[src/hw/rtl/pbs_pkg.sv]
// ----------------------------------------------------------------------------
// pbs_pkg
// Shared types and constants of the polyline Bezier smoother.
// ----------------------------------------------------------------------------
package pbs_pkg;

  localparam logic [16:0] FracThird    = 17'd21845;
  localparam logic [16:0] FracTwoThird = 17'd43691;
  localparam logic [16:0] FracHalf     = 17'd32768;
  localparam logic [16:0] FracOne      = 17'd65536;

  localparam logic [4:0]  DimReset     = 5'd8;

  // lerp operand selects
  typedef enum logic [3:0] {
    SelP   = 4'd0,
    SelA   = 4'd1,
    SelB   = 4'd2,
    SelN   = 4'd3,
    SelC1  = 4'd4,
    SelC2  = 4'd5,
    SelJ0  = 4'd6,
    SelJ1  = 4'd7,
    SelQ1  = 4'd8,
    SelQ2  = 4'd9,
    SelQ3  = 4'd10,
    SelR1  = 4'd11,
    SelR2  = 4'd12,
    SelT0  = 4'd13
  } sel_e;

  typedef enum logic [1:0] {
    FracT     = 2'd0,
    FracK3    = 2'd1,
    FracK23   = 2'd2,
    FracKHalf = 2'd3
  } frac_e;

  // commands from controller to datapath
  typedef struct packed {
    logic       load;      // accept input point
    logic       shift;     // shift window after point
    logic       clear;     // clear window
    logic       seg_init;  // latch a/b/p/n for a segment
    logic       seg_first; // 1: older segment, 0: last segment
    logic       has_p;
    logic       has_n;
    logic       lerp_go;   // perform one lerp
    sel_e       sel_a;
    sel_e       sel_b;
    frac_e      frac;
    sel_e       dst;
    logic       t_go;      // start t divide
    logic       t_step;    // one divide step
    logic [4:0] t_num;
    logic       out_load;  // load output register
    sel_e       out_sel;
    logic       out_cur;   // output the current point
    logic       run_end;
    logic       curve_end;
  } cmd_t;

  typedef struct packed {
    logic out_busy;
  } sts_t;

endpackage

[src/hw/rtl/pbs_ctrl.sv]
// ----------------------------------------------------------------------------
// pbs_ctrl
// Sequencer: walks each segment through control points, joints and samples.
// ----------------------------------------------------------------------------
module pbs_ctrl (
  input  logic          clk_i,
  input  logic          rst_ni,
  input  logic          in_valid_i,
  output logic          in_ready_o,
  input  logic          final_point_i,
  input  logic [4:0]    dim_i,
  input  pbs_pkg::sts_t sts_i,
  output pbs_pkg::cmd_t cmd_o
);

  localparam logic [3:0] StIdle  = 4'd0;
  localparam logic [3:0] StDisp  = 4'd1;
  localparam logic [3:0] StInit  = 4'd2;
  localparam logic [3:0] StPre   = 4'd3;
  localparam logic [3:0] StJoint = 4'd4;
  localparam logic [3:0] StTdiv  = 4'd5;
  localparam logic [3:0] StCast  = 4'd6;
  localparam logic [3:0] StEmit  = 4'd7;
  localparam logic [3:0] StNext  = 4'd8;
  localparam logic [3:0] StEnd   = 4'd9;

  logic [3:0] st_q, st_d;
  logic [1:0] seen_q, seen_d;
  logic       fin_q, fin_d;
  logic       first_q, first_d;   // working on older segment
  logic [3:0] op_q, op_d;
  logic [4:0] s_q, s_d;
  logic [4:0] cnt_q, cnt_d;
  logic [4:0] dim_e;

  always_comb begin
    dim_e = (dim_i == 5'd0) ? 5'd1 : dim_i;
  end

  always_ff @(posedge clk_i or negedge rst_ni) begin
    if (!rst_ni) begin
      st_q <= StIdle; seen_q <= '0; fin_q <= 1'b0; first_q <= 1'b0;
      op_q <= '0; s_q <= '0; cnt_q <= '0;
    end else begin
      st_q <= st_d; seen_q <= seen_d; fin_q <= fin_d; first_q <= first_d;
      op_q <= op_d; s_q <= s_d; cnt_q <= cnt_d;
    end
  end

  logic has_p, has_n;
  always_comb begin
    has_p = first_q ? (seen_q == 2'd3) : (seen_q >= 2'd2);
    has_n = first_q;
  end

  always_comb begin
    st_d = st_q; seen_d = seen_q; fin_d = fin_q; first_d = first_q;
    op_d = op_q; s_d = s_q; cnt_d = cnt_q;
    cmd_o = '0;
    cmd_o.has_p = has_p;
    cmd_o.has_n = has_n;
    in_ready_o = (st_q == StIdle);
    unique case (st_q)
      StIdle: begin
        if (in_valid_i) begin
          cmd_o.load = 1'b1;
          fin_d = final_point_i;
          st_d  = StDisp;
        end
      end
      StDisp: begin
        if (seen_q >= 2'd2) begin
          first_d = 1'b1; st_d = StInit;
        end else if (fin_q && seen_q == 2'd1) begin
          first_d = 1'b0; st_d = StInit;
        end else if (fin_q) begin
          st_d = StEnd;
        end else begin
          st_d = StNext;
        end
      end
      StInit: begin
        cmd_o.seg_init  = 1'b1;
        cmd_o.seg_first = first_q;
        op_d = '0; st_d = StPre;
      end
      StPre: begin
        // c1, c2, and joint adjustments
        cmd_o.lerp_go = 1'b1;
        op_d = op_q + 4'd1;
        unique case (op_q)
          4'd0: begin
            cmd_o.sel_a = pbs_pkg::SelA; cmd_o.sel_b = pbs_pkg::SelB;
            cmd_o.frac = pbs_pkg::FracK3; cmd_o.dst = pbs_pkg::SelC1;
          end
          4'd1: begin
            cmd_o.sel_a = pbs_pkg::SelA; cmd_o.sel_b = pbs_pkg::SelB;
            cmd_o.frac = pbs_pkg::FracK23; cmd_o.dst = pbs_pkg::SelC2;
          end
          4'd2: begin
            cmd_o.lerp_go = has_p;
            cmd_o.sel_a = pbs_pkg::SelP; cmd_o.sel_b = pbs_pkg::SelA;
            cmd_o.frac = pbs_pkg::FracK23; cmd_o.dst = pbs_pkg::SelJ0;
          end
          4'd3: begin
            cmd_o.lerp_go = has_p;
            cmd_o.sel_a = pbs_pkg::SelJ0; cmd_o.sel_b = pbs_pkg::SelC1;
            cmd_o.frac = pbs_pkg::FracKHalf; cmd_o.dst = pbs_pkg::SelJ0;
          end
          4'd4: begin
            cmd_o.lerp_go = has_n;
            cmd_o.sel_a = pbs_pkg::SelB; cmd_o.sel_b = pbs_pkg::SelN;
            cmd_o.frac = pbs_pkg::FracK3; cmd_o.dst = pbs_pkg::SelJ1;
          end
          default: begin
            cmd_o.lerp_go = has_n;
            cmd_o.sel_a = pbs_pkg::SelC2; cmd_o.sel_b = pbs_pkg::SelJ1;
            cmd_o.frac = pbs_pkg::FracKHalf; cmd_o.dst = pbs_pkg::SelJ1;
            s_d = '0; st_d = StJoint;
          end
        endcase
      end
      StJoint: begin
        if (!sts_i.out_busy) begin
          cmd_o.out_load = 1'b1;
          cmd_o.out_sel  = pbs_pkg::SelJ0;
          cmd_o.run_end  = (dim_e == 5'd1) && first_q && !fin_q;
          if (dim_e == 5'd1) begin
            st_d = StNext;
          end else begin
            s_d = 5'd1; st_d = StTdiv;
            cmd_o.t_go = 1'b1; cmd_o.t_num = 5'd1;
            cnt_d = '0;
          end
        end
      end
      StTdiv: begin
        cmd_o.t_step = 1'b1;
        cmd_o.t_num  = s_q;
        cnt_d = cnt_q + 5'd1;
        if (cnt_q == 5'd21) begin
          cmd_o.t_step = 1'b0;
          op_d = '0; st_d = StCast;
        end
      end
      StCast: begin
        cmd_o.lerp_go = 1'b1;
        cmd_o.frac = pbs_pkg::FracT;
        op_d = op_q + 4'd1;
        unique case (op_q)
          4'd0: begin
            cmd_o.sel_a = pbs_pkg::SelJ0; cmd_o.sel_b = pbs_pkg::SelC1;
            cmd_o.dst = pbs_pkg::SelQ1;
          end
          4'd1: begin
            cmd_o.sel_a = pbs_pkg::SelC1; cmd_o.sel_b = pbs_pkg::SelC2;
            cmd_o.dst = pbs_pkg::SelQ2;
          end
          4'd2: begin
            cmd_o.sel_a = pbs_pkg::SelC2; cmd_o.sel_b = pbs_pkg::SelJ1;
            cmd_o.dst = pbs_pkg::SelQ3;
          end
          4'd3: begin
            cmd_o.sel_a = pbs_pkg::SelQ1; cmd_o.sel_b = pbs_pkg::SelQ2;
            cmd_o.dst = pbs_pkg::SelR1;
          end
          4'd4: begin
            cmd_o.sel_a = pbs_pkg::SelQ2; cmd_o.sel_b = pbs_pkg::SelQ3;
            cmd_o.dst = pbs_pkg::SelR2;
          end
          default: begin
            cmd_o.sel_a = pbs_pkg::SelR1; cmd_o.sel_b = pbs_pkg::SelR2;
            cmd_o.dst = pbs_pkg::SelT0;
            st_d = StEmit;
          end
        endcase
      end
      StEmit: begin
        if (!sts_i.out_busy) begin
          cmd_o.out_load = 1'b1;
          cmd_o.out_sel  = pbs_pkg::SelT0;
          cmd_o.run_end  = (s_q == dim_e - 5'd1) && first_q && !fin_q;
          if (s_q == dim_e - 5'd1) begin
            st_d = StNext;
          end else begin
            s_d = s_q + 5'd1;
            cmd_o.t_go = 1'b1; cmd_o.t_num = s_q + 5'd1;
            cnt_d = '0; st_d = StTdiv;
          end
        end
      end
      StNext: begin
        if (fin_q && first_q) begin
          first_d = 1'b0; st_d = StInit;
        end else if (fin_q) begin
          st_d = StEnd;
        end else begin
          cmd_o.shift = 1'b1;
          seen_d = (seen_q == 2'd3) ? 2'd3 : seen_q + 2'd1;
          st_d = StIdle;
        end
      end
      StEnd: begin
        if (!sts_i.out_busy) begin
          cmd_o.out_load  = 1'b1;
          cmd_o.out_cur   = 1'b1;
          cmd_o.run_end   = 1'b1;
          cmd_o.curve_end = 1'b1;
          cmd_o.clear     = 1'b1;
          seen_d = '0;
          st_d = StIdle;
        end
      end
      default: st_d = StIdle;
    endcase
  end

endmodule

[config.mk]
export PLATFORM = sky130hd
export DESIGN_NAME = pbs_ctrl
export DESIGN_NICKNAME = d
export VERILOG_FILES = /design/src/hw/rtl/pbs_pkg.sv /design/src/hw/rtl/pbs_ctrl.sv
export SDC_FILE = /design/constraint.sdc
export NUM_CORES = 1
export LEC_CHECK = 0
export BUFFER_PORTS_ARGS = -buffer_cell sky130_fd_sc_hd__buf_2
export CAP_MARGIN = 5
export CORE_MARGIN = 2
export CORE_UTILIZATION = 59
export CTS_BUF_LIST = sky130_fd_sc_hd__clkbuf_4 sky130_fd_sc_hd__clkbuf_8 sky130_fd_sc_hd__clkbuf_16
export DETAILED_ROUTE_END_ITERATION = 16
export GPL_TIMING_DRIVEN = 0
export PLACE_DENSITY_LB_ADDON = 0.15
export SYNTH_ARGS = -nofsm -noshare
export SYNTH_HDL_FRONTEND = slang
export SYNTH_SLANG_ARGS = --single-unit
[constraint.sdc]
create_clock -name clk_i -period 3.59 [get_ports clk_i]
set_clock_uncertainty 0.2 [all_clocks]
set_input_delay 0.1795 -clock clk_i [delete_from_list [all_inputs] [get_ports clk_i]]
set_output_delay 0.1795 -clock clk_i [all_outputs]
set_load 0.02 [all_outputs]
==> metrics <==
status finished clean; drt drc 0; vias in the first global route roughly 1900; dpl cells 359; htree depth 1; share of cells above drive strength 1 a little under a quarter; DR WL/cell between 10 and 15 um; Post-Syn Area approximately 2100 um2; hpwl dp about 3600 um; area grow syn2layout 17.7%; area taken by multi-input logic gates approximately 1400 um2; post-route cell area 2430 um2; Final period util between 80 and 90%; Via density approximately 5.7; gr usage total between 20% and 30%; Fill cells roughly 280; Finish-stage setup viols 0; Pwr Density around 870 nW/um2; RSZ-0062 raised after global routing no; largest net degree at the start of global routing 23; part of the Yosys area used for sequential elements between 20% and 30%; crit-path cells buf_2 -> nor4_2 -> nor2_2 -> ha_1 -> nor3b_2 -> xnor2_1 -> a2111o_1 -> o21ai_1 -> o21ai_0 -> buf_2; Place WS 0.588 ns; Non-Filler Instances 365; CP dominant cell by count buf_2; placed cell area ~2400 um2; max-cap viol count 0; Hold Fails Final Rpt 0; clk buf depth 2; number of diodes 0; ys flop type dfrtp_1; Mean Syn Cell Area about 7.7 um2; R2R Setup Slk ~0.95 ns; worst skew pair latency around 0.34 ns; initial core utilization 61.8%; Crit Path Category in2out; clock-pin slew on the worst setup and hold paths 0.14 ns; GP Congestion 0.915; GRT overflow 0; Post-synth EDFFs 0; Util after Layout between 70% and 80%; crit-path max FO 7; power after layout 2.11 mW; Antenna Nets Post-Route 0; number of antenna violations at the first check in global routing 0; worst endpoint required time about 3.2 ns; post-CTS setup buffer count 0; CTS Buf Count 3; Tmin final slightly below 3 ns; first-pass GRT wire length around 8700 um; die height around 63 um; ys async rst share 100%; DR iter-0 viols 130; Worst-Margin Slew ~0.53 ns; vias post-DR 2094; #FFs+latches synth 22; core area roughly 3300 um2; hold slack final 0.0251 ns; clock sinks 22; Worst EP arrival roughly 2.5 ns; drt pass-1 iters 4; Slew Limit Fails 0; I/O Buffers 47; die area around 4000 um2; CP bufs+invs 2; Syn Nets ~290; Max stage delay on crit path about 0.47 ns; num ports 48; nets between 300 and 400; Synth warnings 0; final wirelength ~4900 um; sequential cell area between 500 and 600 um2; Synth Instances 266; CTS tree yes; Slew headroom between 60% and 70%; # rows 21; family with the most delay on the worst path compound AO/OA/AOI/OAI gates; Slowest-stage cell, CP a2111o_1; number of distinct library cells after synthesis 59; Peak Freq between 300 and 400 MHz; CP startpoint kind input pin; Worst setup EP type primary output; Die X around 63 um; Hold Crit Class in2reg; worst setup margin just under 0.7 ns; Leak 1.17 nW; clk root buf clkbuf_4; Total Neg Setup Slack 0 ns; Worst VDD drop around 0.40 mV
## cell families (layout without fill, tap and decap cells)
family	Yosys count	count (layout)	share of synthesized area, %
fa+ha+maj	9	9	5.46
flops	22	22	26.7
compound gates	78	78	24.4
mux	8	8	4.49
buf+inv	34	87	7.77
xor+xnor	10	10	4.61
simple gates	105	105	26.5
## cells in the final DEF (no fill, tap or decap), drive strengths merged, types with 2 or more instances in the layout
cell,n
nand4,3
nand3,9
xor2,5
o21ai,21
o32ai,2
clkbuf,12
dfrtp,22
a21o,2
ha,9
o31ai,3
o2bb2ai,2
nor3,7
nand3b,2
mux2i,4
o22ai,6
mux2,4
o21bai,3
nor2,26
or3,4
buf,57
inv,15
xnor2,5
a211oi,2
dlygate4sd3,2
nor2b,6
and2,3
a21oi,23
nand4b,2
nand2,24
nand2b,11
and3,3
## synth_stat cells (2+ instances only)
library cell	n	share of area, %
ha_1	9	5.5
clkbuf_1	9	1.6
inv_1	14	2.6
o22ai_1	6	1.8
xnor2_1	4	1.7
a21oi_1	23	5.6
a21o_1	2	0.73
nand4_1	3	0.91
nor3_1	7	1.7
buf_4	6	2.2
o21bai_1	3	1.1
and3_1	3	0.91
nand2_1	24	4.4
mux2_4	2	1.5
nand2b_1	11	3.3
o21ai_0	20	4.9
o2bb2ai_1	2	0.85
nand3b_1	2	0.73
or3_1	4	1.2
mux2_2	2	1.1
o31ai_1	2	0.73
nor2b_1	6	1.8
nand4b_1	2	0.85
mux2i_1	4	1.9
buf_2	2	0.49
a211oi_1	2	0.73
nand3_1	9	2.2
nor2_1	25	4.6
xor2_1	5	2.1
dfrtp_1	22	27
and2_1	3	0.91
## area by class of cell
class                      count  share of cell area (%)
buffer                        19                    4.28
clock buffer                   3                   0.928
clock inverter                 1                    1.24
inverter                      15                    2.32
multi-input combinational    210                    55.6
sequential                    22                    22.7
tap                           46                    2.37
timing repair buffer          49                    10.5
## worst paths after layout
check                      startpoint  cells past startpoint        to
hold reg to reg              cnt_q[0]                      1  cnt_q[0]
hold / removal             in_valid_i                      3     fin_q
min in group asynchronous      rst_ni                      2   first_q
max in group asynchronous      rst_ni                      2   op_q[3]
setup / recovery             dim_i[4]                     10  cmd_o[9]
setup reg to reg              op_q[0]                      8    s_q[1]
## worst reg2reg max path, cell delays in order (launching register included)
cell      delay, ns
dfrtp_1        0.46
ha_1           0.31
nor3_1         0.20
nor2_1         0.06
o21bai_1       0.42
a21oi_1        0.11
or3_1          0.34
buf_6          0.15
mux2_4         0.29
## state kept, by name, indices dropped and copies added (netlist names)
signal	cells
cnt_q	5
fin_q	1
st_q	4
first_q	1
op_q	4
seen_q	2
s_q	5
## timing repair
item,4_1_cts,5_1_grt
resized for setup,0,0
endpoints found under the hold margin,23,0
setup endpoints to repair,0,0
hold buffers,2,0
## routing by layer
layer | up-vias | GRT usage (%) | routed length (um)
met3 | 7 | 3.75 | 281
met4 | 0 | 8.89 | 66
li1 | 1048 | - | -
met2 | 66 | 45.9 | 2370
met1 | 973 | 35.1 | 2200
met5 | - | 0 | 0
## where the power goes
| group | switching, mW | internal [mW] | total (mW) | leakage [nW] |
|---|---|---|---|---|
| registers | 0.0991 | 0.338 | 0.437 | 0.281 |
| logic | 0.926 | 0.552 | 1.48 | 0.865 |
| clock network | 0.0864 | 0.113 | 0.200 | 0.0279 |
| total | 1.11 | 1.00 | 2.11 | 1.17 |
Note: power is estimated with default switching activity, not from simulation.
